[config.mk]
export PLATFORM = sky130hd
export DESIGN_NAME = hrlc_parse
export DESIGN_NICKNAME = d
export VERILOG_FILES = /design/src/rtl/core/hrlc_pkg.sv /design/src/rtl/core/hrlc_parse.sv
export SDC_FILE = /design/constraint.sdc
export NUM_CORES = 1
export LEC_CHECK = 0
export ABC_AREA = 1
export BUFFER_PORTS_ARGS = -buffer_cell sky130_fd_sc_hd__buf_2
export CAP_MARGIN = 20
export CORE_UTILIZATION = 25
export CTS_CLUSTER_DIAMETER = 120
export CTS_CLUSTER_SIZE = 16
export DETAILED_ROUTE_END_ITERATION = 7
export GPL_TIMING_DRIVEN = 0
export HOLD_SLACK_MARGIN = 0.1
export SYNTH_ARGS = -nofsm -noshare
export SYNTH_HDL_FRONTEND = slang
export SYNTH_SLANG_ARGS = --single-unit
[constraint.sdc]
create_clock -name clk -period 9.34 [get_ports clk]
set_clock_uncertainty 0.15 [all_clocks]
set_input_delay 0 -clock clk [delete_from_list [all_inputs] [get_ports clk]]
set_output_delay 0 -clock clk [all_outputs]
set_load 0.05 [all_outputs]
[src/rtl/core/hrlc_pkg.sv]
// shared constants, types and name tables for the http request line checker
// no dependencies; used by every module under rtl/core

package hrlc_pkg;

    // sizing
    localparam int MAX_METHOD_CHARS = 7;
    localparam int URL_COUNT_BITS   = 16;

    localparam int METHOD_CNT_W  = $clog2(MAX_METHOD_CHARS + 1);
    localparam int METHOD_BUF_W  = MAX_METHOD_CHARS * 8;
    localparam int NUM_METHODS   = 9;
    localparam int NAME_BYTES    = 7;   // longest supported method name
    localparam int VERSION_LEN   = 8;
    localparam int VERSION_BUF_W = (VERSION_LEN - 1) * 8;
    localparam int NUM_VERSIONS  = 3;

    localparam logic [7:0] CHAR_SPACE = 8'h20;

    // parser phases
    localparam logic [2:0] PH_METHOD  = 3'd0;
    localparam logic [2:0] PH_GAP1    = 3'd1;
    localparam logic [2:0] PH_URL     = 3'd2;
    localparam logic [2:0] PH_GAP2    = 3'd3;
    localparam logic [2:0] PH_VERSION = 3'd4;
    localparam logic [2:0] PH_DONE    = 3'd5;

    // verdict codes
    localparam logic [1:0] VERDICT_OK         = 2'd0;
    localparam logic [1:0] VERDICT_BAD_METHOD = 2'd1;
    localparam logic [1:0] VERDICT_BAD_REQ    = 2'd2;

    // method names, right aligned: last char in the low byte
    localparam logic [63:0] METHOD_STR [NUM_METHODS] = '{
        64'("GET"), 64'("HEAD"), 64'("POST"), 64'("PUT"), 64'("DELETE"),
        64'("CONNECT"), 64'("OPTIONS"), 64'("TRACE"), 64'("PATCH")
    };
    localparam logic [3:0] METHOD_LEN [NUM_METHODS] = '{
        4'd3, 4'd4, 4'd4, 4'd3, 4'd6, 4'd7, 4'd7, 4'd5, 4'd5
    };

    localparam logic [63:0] VERSION_STR [NUM_VERSIONS] = '{
        64'("HTTP/1.1"), 64'("HTTP/1.0"), 64'("HTTP/0.9")
    };

    typedef struct packed {
        logic [7:0] byte_in;
        logic       last_byte;
    } item_t;

    typedef struct packed {
        logic        url_too_long;
        logic [15:0] url_len;
        logic [1:0]  version_code;
        logic [3:0]  method_code;
        logic [1:0]  verdict;
    } result_t;

endpackage

[src/rtl/core/hrlc_parse.sv]
// request line parser: phase state, method and version buffers, url counter
// depends on hrlc_pkg

module hrlc_parse
(
    input  logic                clk,
    input  logic                rst_n,
    input  logic                fire,
    input  hrlc_pkg::item_t     item,
    output logic                give,
    output hrlc_pkg::result_t   res
);

    logic [2:0]                             phase_reg, phase_next;
    logic [hrlc_pkg::METHOD_BUF_W-1:0]      mchars_reg, mchars_next;
    logic [hrlc_pkg::METHOD_CNT_W-1:0]      mcount_reg, mcount_next;
    logic [hrlc_pkg::VERSION_BUF_W-1:0]     vchars_reg, vchars_next;
    logic [2:0]                             vcount_reg, vcount_next;
    logic [hrlc_pkg::URL_COUNT_BITS-1:0]    url_reg, url_next;
    logic [3:0]                             found_reg, found_next;

    logic       method_hit;
    logic [3:0] method_code;
    logic       version_hit;
    logic [1:0] version_code;
    logic [1:0] verdict;
    logic [1:0] ver_out;
    logic       is_space;
    logic       method_bad;

    localparam logic [hrlc_pkg::URL_COUNT_BITS-1:0] URL_MAX = '1;

    // method lookup over the stored name bytes, low byte is the newest
    always_comb
    begin
        method_hit  = 1'b0;
        method_code = 4'd0;
        for (int k = 0; k < hrlc_pkg::NUM_METHODS; k++)
        begin
            logic ok;
            ok = (mcount_reg == hrlc_pkg::METHOD_CNT_W'(hrlc_pkg::METHOD_LEN[k]));
            for (int i = 0; i < hrlc_pkg::NAME_BYTES; i++)
            begin
                if (i < int'(hrlc_pkg::METHOD_LEN[k]) &&
                    mchars_reg[8*i +: 8] != hrlc_pkg::METHOD_STR[k][8*i +: 8])
                begin
                    ok = 1'b0;
                end
            end
            if (ok)
            begin
                method_hit  = 1'b1;
                method_code = 4'(k);
            end
        end
    end

    // version lookup: seven stored bytes plus the one arriving now
    always_comb
    begin
        version_hit  = 1'b0;
        version_code = 2'd0;
        for (int k = hrlc_pkg::NUM_VERSIONS - 1; k >= 0; k--)
        begin
            if ({vchars_reg, item.byte_in} == hrlc_pkg::VERSION_STR[k])
            begin
                version_hit  = 1'b1;
                version_code = 2'(k);
            end
        end
    end

    assign is_space = (item.byte_in == hrlc_pkg::CHAR_SPACE);

    always_comb
    begin
        phase_next  = phase_reg;
        mchars_next = mchars_reg;
        mcount_next = mcount_reg;
        vchars_next = vchars_reg;
        vcount_next = vcount_reg;
        url_next    = url_reg;
        found_next  = found_reg;
        give        = 1'b0;
        verdict     = hrlc_pkg::VERDICT_OK;
        ver_out     = 2'd0;

        case (phase_reg)
            hrlc_pkg::PH_METHOD:
            begin
                if (is_space)
                begin
                    if (method_hit)
                    begin
                        found_next = method_code;
                        phase_next = hrlc_pkg::PH_GAP1;
                    end
                    else
                    begin
                        give    = 1'b1;
                        verdict = hrlc_pkg::VERDICT_BAD_METHOD;
                    end
                end
                else if (mcount_reg ==
                         hrlc_pkg::METHOD_CNT_W'(hrlc_pkg::MAX_METHOD_CHARS))
                begin
                    give    = 1'b1;
                    verdict = hrlc_pkg::VERDICT_BAD_METHOD;
                end
                else
                begin
                    mchars_next = {mchars_reg[hrlc_pkg::METHOD_BUF_W-9:0], item.byte_in};
                    mcount_next = mcount_reg + 1'b1;
                end
            end
            hrlc_pkg::PH_GAP1:
            begin
                if (!is_space)
                begin
                    url_next   = hrlc_pkg::URL_COUNT_BITS'(1);
                    phase_next = hrlc_pkg::PH_URL;
                end
            end
            hrlc_pkg::PH_URL:
            begin
                if (is_space)
                begin
                    phase_next = hrlc_pkg::PH_GAP2;
                end
                else if (url_reg != URL_MAX)
                begin
                    url_next = url_reg + 1'b1;
                end
            end
            hrlc_pkg::PH_GAP2:
            begin
                if (!is_space)
                begin
                    vchars_next = {vchars_reg[hrlc_pkg::VERSION_BUF_W-9:0], item.byte_in};
                    vcount_next = 3'd1;
                    phase_next  = hrlc_pkg::PH_VERSION;
                end
            end
            hrlc_pkg::PH_VERSION:
            begin
                if (vcount_reg == 3'd7)
                begin
                    give = 1'b1;
                    if (version_hit)
                    begin
                        verdict = hrlc_pkg::VERDICT_OK;
                        ver_out = version_code;
                    end
                    else
                    begin
                        verdict = hrlc_pkg::VERDICT_BAD_REQ;
                    end
                end
                else
                begin
                    vchars_next = {vchars_reg[hrlc_pkg::VERSION_BUF_W-9:0], item.byte_in};
                    vcount_next = vcount_reg + 1'b1;
                end
            end
            default:
            begin
                // verdict already out, wait for the last byte
            end
        endcase

        if (give)
        begin
            phase_next = hrlc_pkg::PH_DONE;
        end

        // request ended before a verdict
        if (item.last_byte && phase_reg != hrlc_pkg::PH_DONE && !give)
        begin
            give    = 1'b1;
            verdict = (phase_next == hrlc_pkg::PH_METHOD) ?
                      hrlc_pkg::VERDICT_BAD_METHOD : hrlc_pkg::VERDICT_BAD_REQ;
        end

        method_bad       = (verdict == hrlc_pkg::VERDICT_BAD_METHOD);
        res.verdict      = verdict;
        res.method_code  = method_bad ? 4'd0 : found_next;
        res.version_code = ver_out;
        res.url_len      = method_bad ? 16'd0 : 16'(url_next);
        res.url_too_long = !method_bad && (url_next == URL_MAX);

        // last byte rearms the parser
        if (item.last_byte)
        begin
            phase_next  = hrlc_pkg::PH_METHOD;
            mcount_next = '0;
            vcount_next = 3'd0;
            url_next    = '0;
            found_next  = 4'd0;
        end
    end

    always_ff @(posedge clk or negedge rst_n)
    begin
        if (!rst_n)
        begin
            phase_reg  <= hrlc_pkg::PH_METHOD;
            mcount_reg <= '0;
            vcount_reg <= 3'd0;
            url_reg    <= '0;
            found_reg  <= 4'd0;
        end
        else if (fire)
        begin
            phase_reg  <= phase_next;
            mcount_reg <= mcount_next;
            vcount_reg <= vcount_next;
            url_reg    <= url_next;
            found_reg  <= found_next;
        end
    end

    always_ff @(posedge clk)
    begin
        if (fire)
        begin
            mchars_reg <= mchars_next;
            vchars_reg <= vchars_next;
        end
    end

`ifndef ASSERT_OFF
    a_quiet_after_verdict: assert property (@(posedge clk) disable iff (!rst_n)
        (fire && phase_reg == hrlc_pkg::PH_DONE) |-> !give)
        else $error("result produced after verdict");

    a_ok_only_from_version: assert property (@(posedge clk) disable iff (!rst_n)
        (fire && give && verdict == hrlc_pkg::VERDICT_OK) |->
        (phase_reg == hrlc_pkg::PH_VERSION))
        else $error("ok verdict outside version phase");

    a_bad_method_clean: assert property (@(posedge clk) disable iff (!rst_n)
        (give && verdict == hrlc_pkg::VERDICT_BAD_METHOD) |->
        (res.method_code == 4'd0 && res.url_len == 16'd0 && !res.url_too_long))
        else $error("bad method result carries fields");

    a_last_rearms: assert property (@(posedge clk) disable iff (!rst_n)
        (fire && item.last_byte) |=>
        (phase_reg == hrlc_pkg::PH_METHOD && mcount_reg == '0 && url_reg == '0))
        else $error("last byte did not rearm parser");
`endif

endmodule

* After elaboration in Yosys (flattened, before gate mapping)
Index checks and enable logic that the tools add are counted.
Widths: inputs -> output; s select.
** Cells by class
- $add $sub $neg :: 3
- Eq/ne operators :: 58
- Mux-type cells :: 113
- Bitwise logic cells :: 2
- Reductions and logical operators :: 14
** Operators with widths (number)
- $ne 8x7->1 const B :: 34
- $eq 64x63->1 const B :: 3
- $mux 56 :: 2
- $pmux 56 s2 :: 1
- $mux 16 :: 5
- $mux 1 :: 63
- $mux 3 :: 17
- $pmux 16 s2 :: 1
- $mux 4 :: 7
- $mux 2 :: 13
- $eq 3x3->1 const B :: 6
- $add 16x1->16 const B :: 1
- $eq 16x16->1 const B :: 1
- $ne 16x16->1 const B :: 1
- $reduce_and 4->1 :: 4
- $pmux 3 s4 :: 1
- $eq 3x2->1 const B :: 3
- $ne 3x3->1 const B :: 3
- $eq 8x6->1 const B :: 1
- $ne 2x2->1 const B :: 4
- $add 3x1->3 const B :: 2
- $logic_not 3->1 :: 2
- $pmux 3 s2 :: 1
- $pmux 2 s2 :: 1
- other kinds (8) :: 13
** Storage, ports and cells
- Flip-flop bits (word level) :: 141
- Output and inout bits :: 26

* Depth between registers and ports, before layout
- Depth after elaboration :: 23
- Gate-level depth with buffers :: 19
- Depth with buffers taken out :: 18

* Worst setup path after synthesis
Ideal clock, no wire load.
- Path kind :: reg-to-reg
- Start point :: register mcount_reg[0] (netlist bit)
- End point :: register mcount_reg[0] (netlist bit)
- Data arrival time :: 7030 ps
- Data required time :: 9107 ps
- Slack :: 2077 ps
- Stages on the path, launching flop included :: 8
- Buffers on the path :: 0
- Period minus slack after synthesis :: 7263 ps
- Path through :: dfrtp_1 -> ha_1 -> ha_1 -> nor4_1 -> inv_1 -> nand2_1 -> nand3_1 -> o21ai_0
** Between the ends
- Word-level cells in the longest chain between the ends :: 5
** Ends and longest elaborated chain
- from (decl) :: RTL line hrlc_parse.sv:16 : logic [hrlc_pkg::METHOD_CNT_W-1:0] mcount_reg, mcount_next;
- from (signal assigned) :: RTL line hrlc_parse.sv:215 : mcount_reg <= mcount_next;
- $add 3x1->3 :: RTL line hrlc_parse.sv:113 : mcount_next = mcount_reg + 1'b1;
- $mux 3 :: RTL line hrlc_parse.sv:104 : else if (mcount_reg ==
- $mux 3 :: RTL line hrlc_parse.sv:91 : if (is_space)
- $mux 3 :: RTL line hrlc_parse.sv:88 : case (phase_reg)
- $mux 3 :: RTL line hrlc_parse.sv:192 : if (item.last_byte)
Several ways; a longest one is shown, not always the timed one. The select of a mux whose other input is x is not followed.
A chain may end at the register's enable or synchronous reset.

==> key figures <==
STA
  • RSZ-0062 raised after global routing: no
  • Pins Over Slew Limit: 0
  • Slew @ Worst Pin: 0.614 ns
  • Fin crit period: 3.42 ns
  • Hold slack: 0.206 ns
  • Setup TNS: 0 ns
  • Tcrit/Tclk final: 36.6%
  • Final setup viols: 0
  • Slew Limit Headroom: 59.0%
  • Max Freq: 292 MHz
  • Hold Vio Cnt, Final: 0

Global routing
  • Largest net degree at the start of global routing: 30
  • GRT met3 Usage: 2.24%
  • Total congestion overflow: 0
  • Vias in the first global route: 5427
  • Met2 usage: 20.0%
  • Tot GR Track Use: 12.1%
  • Busiest layer in global routing: met2
  • First-pass GRT wire length: 28300 um
  • M1 GR Usage: 15.9%
  • Initial antenna violation count: 0

Power
  • Total Power: 0.00146 W
  • P_sw: 0.000375 W
  • Leak: 3.50 nW
  • Power Dens Cells: 166 mW/mm^2
  • Internal Power: 0.00108 W
  • Clock share of power: 45.1%
  • Comb pwr share: 5.5%
  • Maximum vdd drop: 0.106 mV
  • Sw frac: 25.7%
  • Seq pwr share: 49.4%

Critical path
  • Crit path max fanout: 10
  • Req. time, crit path: 9.19 ns
  • Critical Path AT: 3.27 ns
  • Endpoint type of the worst setup path: output port
  • Critical Path Most Common Cell: nor2_1
  • Slowest CP cell: dfrtp_1
  • WS Path Type: reg2out
  • R2R depth: 9
  • CP cell instances: ha_1 -> ha_1 -> nand4_1 -> nor2_1 -> nand3_1 -> nor2_1 -> nand2_1 -> nand2_1 -> nor2_1 -> nand3_1 -> a21oi_1 -> nor2_1 -> nor2_2 -> buf_6 -> buf_2
  • Startpoint type of the worst setup path: register
  • Critical Path Max Stage Delay: 0.40 ns

Floorplan
  • I/O Pins: 38
  • Core Box Area: 0.0288 mm^2
  • Starting Density: 25.4%
  • Placement Rows: 62
  • Die area: 0.0300 mm^2
  • Chip Width: 173 um
  • Die Y: 173 um

CTS
  • CTS Buf Count: 17
  • H-tree Lvls: 4
  • Setup Buffers After CTS: 0
  • CTS tree: built
  • Clock Pin Slew Worst Setup and Hold Paths: 0.07 ns
  • Clk root buf: clkbuf_16
  • Skew-Pair Late Insertion Delay: 0.42 ns
  • Clk sink count: 141
  • Clock Path Buffers: 2

Final layout
  • # diodes: 0
  • Layout cells sized above 1: 14.5%
  • Register Area: 0.00409 mm^2
  • Fill count: 3021
  • Final core occ: 30.5%
  • Area Growth Syn to Fin: 19.9%
  • Fin nets: 934
  • Area occupied by multi-input gates: 0.00264 mm^2

Run
  • Max-Cap Viols: 0

Routing
  • Post-route ant nets: 0
  • WL final: 17800 um
  • Via count: 5777
  • Via/cell ratio: 4.41
  • DRC viols: 0
  • Drt first-iter violations: 456
  • Wirelength per Cell: 13.6 um
  • TritonRoute pass-1 iters: 5

Synthesis
  • Largest family of logic cells by synthesized area: simple AND/OR/NAND/NOR gates
  • Post-Synthesis Cells: 836
  • Share of flip-flops with an asynchronous set or reset: 20.6%
  • Post-Synth XOR/XNOR Area: 0.838%
  • Syn Nets: 857
  • Ys flop type: edfxtp_1
  • Mux contribution to synthesized area: 0%
  • Post-synthesis cell area: 0.00732 mm^2
  • Avg Cell Area, Syn: 8.75 um^2
  • #FFs+latches synth: 141
  • Simple-Gate Fraction of Synth Area: 28.9%
  • YS warnings: 0
  • Sequential fraction of the synthesis area: 55.9%
  • Number of synthesized flops with an enable pin: 112
  • Post-synthesis compound-gate area fraction: 4.70%
  • Area share of fa/ha/maj cells after synthesis: 1.54%
  • Synth cell types: 35

Placed design
  • GP Congestion: 0.913
  • Detailed placer's ending HPWL: 13300 um
  • Port buffer count: 37

Status
  • Outcome: finished clean

Min path
  • Hold depth: 2
  • Class of the worst hold path: in2reg
## worst max-delay path, delay by kind of cell, from the launching register on
family	cells	cell delay (ns)
compound gates	1	0.20
fa+ha+maj	2	0.51
buf+inv	2	0.50
simple gates	10	1.24
flops	1	0.40
## Yosys cell counts, drive strengths merged, types with 5 or more instances
master  instances  area share (%)
nor3           14             1.1
dfrtp          29             9.9
nand3          83             6.0
nand2         163             8.6
nor4           10            0.86
ha              9             1.5
o21ai          19             1.3
a21oi          14            0.96
edfxtp        112              46
buf             5            0.55
o22ai          19             1.6
inv           142             7.3
nor2          174              10
o211ai          5            0.51
nand4          18             1.5
clkbuf          5            0.26
xor2            6            0.72
## cells by family (layout without fill, tap and decap cells)
family                   Yosys count  in the layout
adder cells (fa/ha/maj)            9              9
AND/OR/NAND/NOR                  467            467
flip-flops                       141            141
buffers and inverters            152            242
AO/OA/AOI/OAI                     60             60
XOR/XNOR                           7              7
## worst paths after layout
kind                                           start                       end  slack, ns
setup / recovery           mcount_reg[0]$_DFFE_PN0P_                    res[0]       5.92
hold / removal                               item[2]   vchars_reg[1]$_DFFE_PP_       0.21
setup reg to reg            phase_reg[0]$_DFFE_PN0P_  mchars_reg[46]$_DFFE_PP_       6.55
hold reg to reg             mchars_reg[39]$_DFFE_PP_  mchars_reg[47]$_DFFE_PP_       0.29
max in group asynchronous                      rst_n  phase_reg[2]$_DFFE_PN0P_       8.42
min in group asynchronous                      rst_n    url_reg[2]$_DFFE_PN0P_       0.43
## power groups by stage
stage	clock, W	combinational (W)	sequential (W)
after floorplan	0	0.0000482	0.000728
after global placement	0	0.0000716	0.000735
after detailed placement	0	0.0000754	0.000732
after CTS	0.000672	0.0000808	0.000719
after global routing	0.000700	0.0000901	0.000722
final	0.000657	0.0000802	0.000719
## through the flow
stage / instance area, um^2 / setup WS, ns / cells
2_1_floorplan: 7320 / 2.08 / 836
3_3_place_gp: 7980 / -0.310 / 1257
3_5_place_dp: 8060 / 6.39 / 1265
4_1_cts: 8770 / 5.94 / 1310
5_1_grt: 8770 / 5.66 / 1310
6_report: 8770 / 5.92 / 1310
## placed cells by master (no fill, tap or decap), types with 8 or more instances in the layout
cell,Yosys,routed
buf_2,2,39
nand3_1,78,78
nor2_2,27,27
dfrtp_1,29,29
ha_1,9,9
nor3_1,12,12
nor2_1,142,142
o22ai_1,19,19
nand2_1,157,157
dlygate4sd3_1,0,12
nand4_1,18,18
inv_1,138,137
o21ai_0,18,18
a21oi_1,14,14
nor4_1,10,9
edfxtp_1,112,112
clkbuf_16,0,17
buf_4,1,8
## metal layers
layer / vias to the layer above / share of wire, %
met5: - / 0
met4: 0 / 1.8
met3: 23 / 4.2
met1: 2704 / 46
met2: 139 / 48
li1: 2911 / -
## what timing repair did
action	in CTS	in global routing
resized for setup	0	0
hold endpoints to repair	66	0
setup endpoints to repair	0	0
hold buffers	13	0
## final cells by class
class / count / share of cell area [%]
flip-flops and latches: 141 / 46.6
well taps: 384 / 5.48
plain buffers: 10 / 0.670
clock buffers: 18 / 4.89
repair buffers: 58 / 4.53
inverters: 142 / 6.07
clock inverters: 14 / 1.65
multi-input cells: 543 / 30.1
Note: power is estimated with default switching activity, not from simulation.
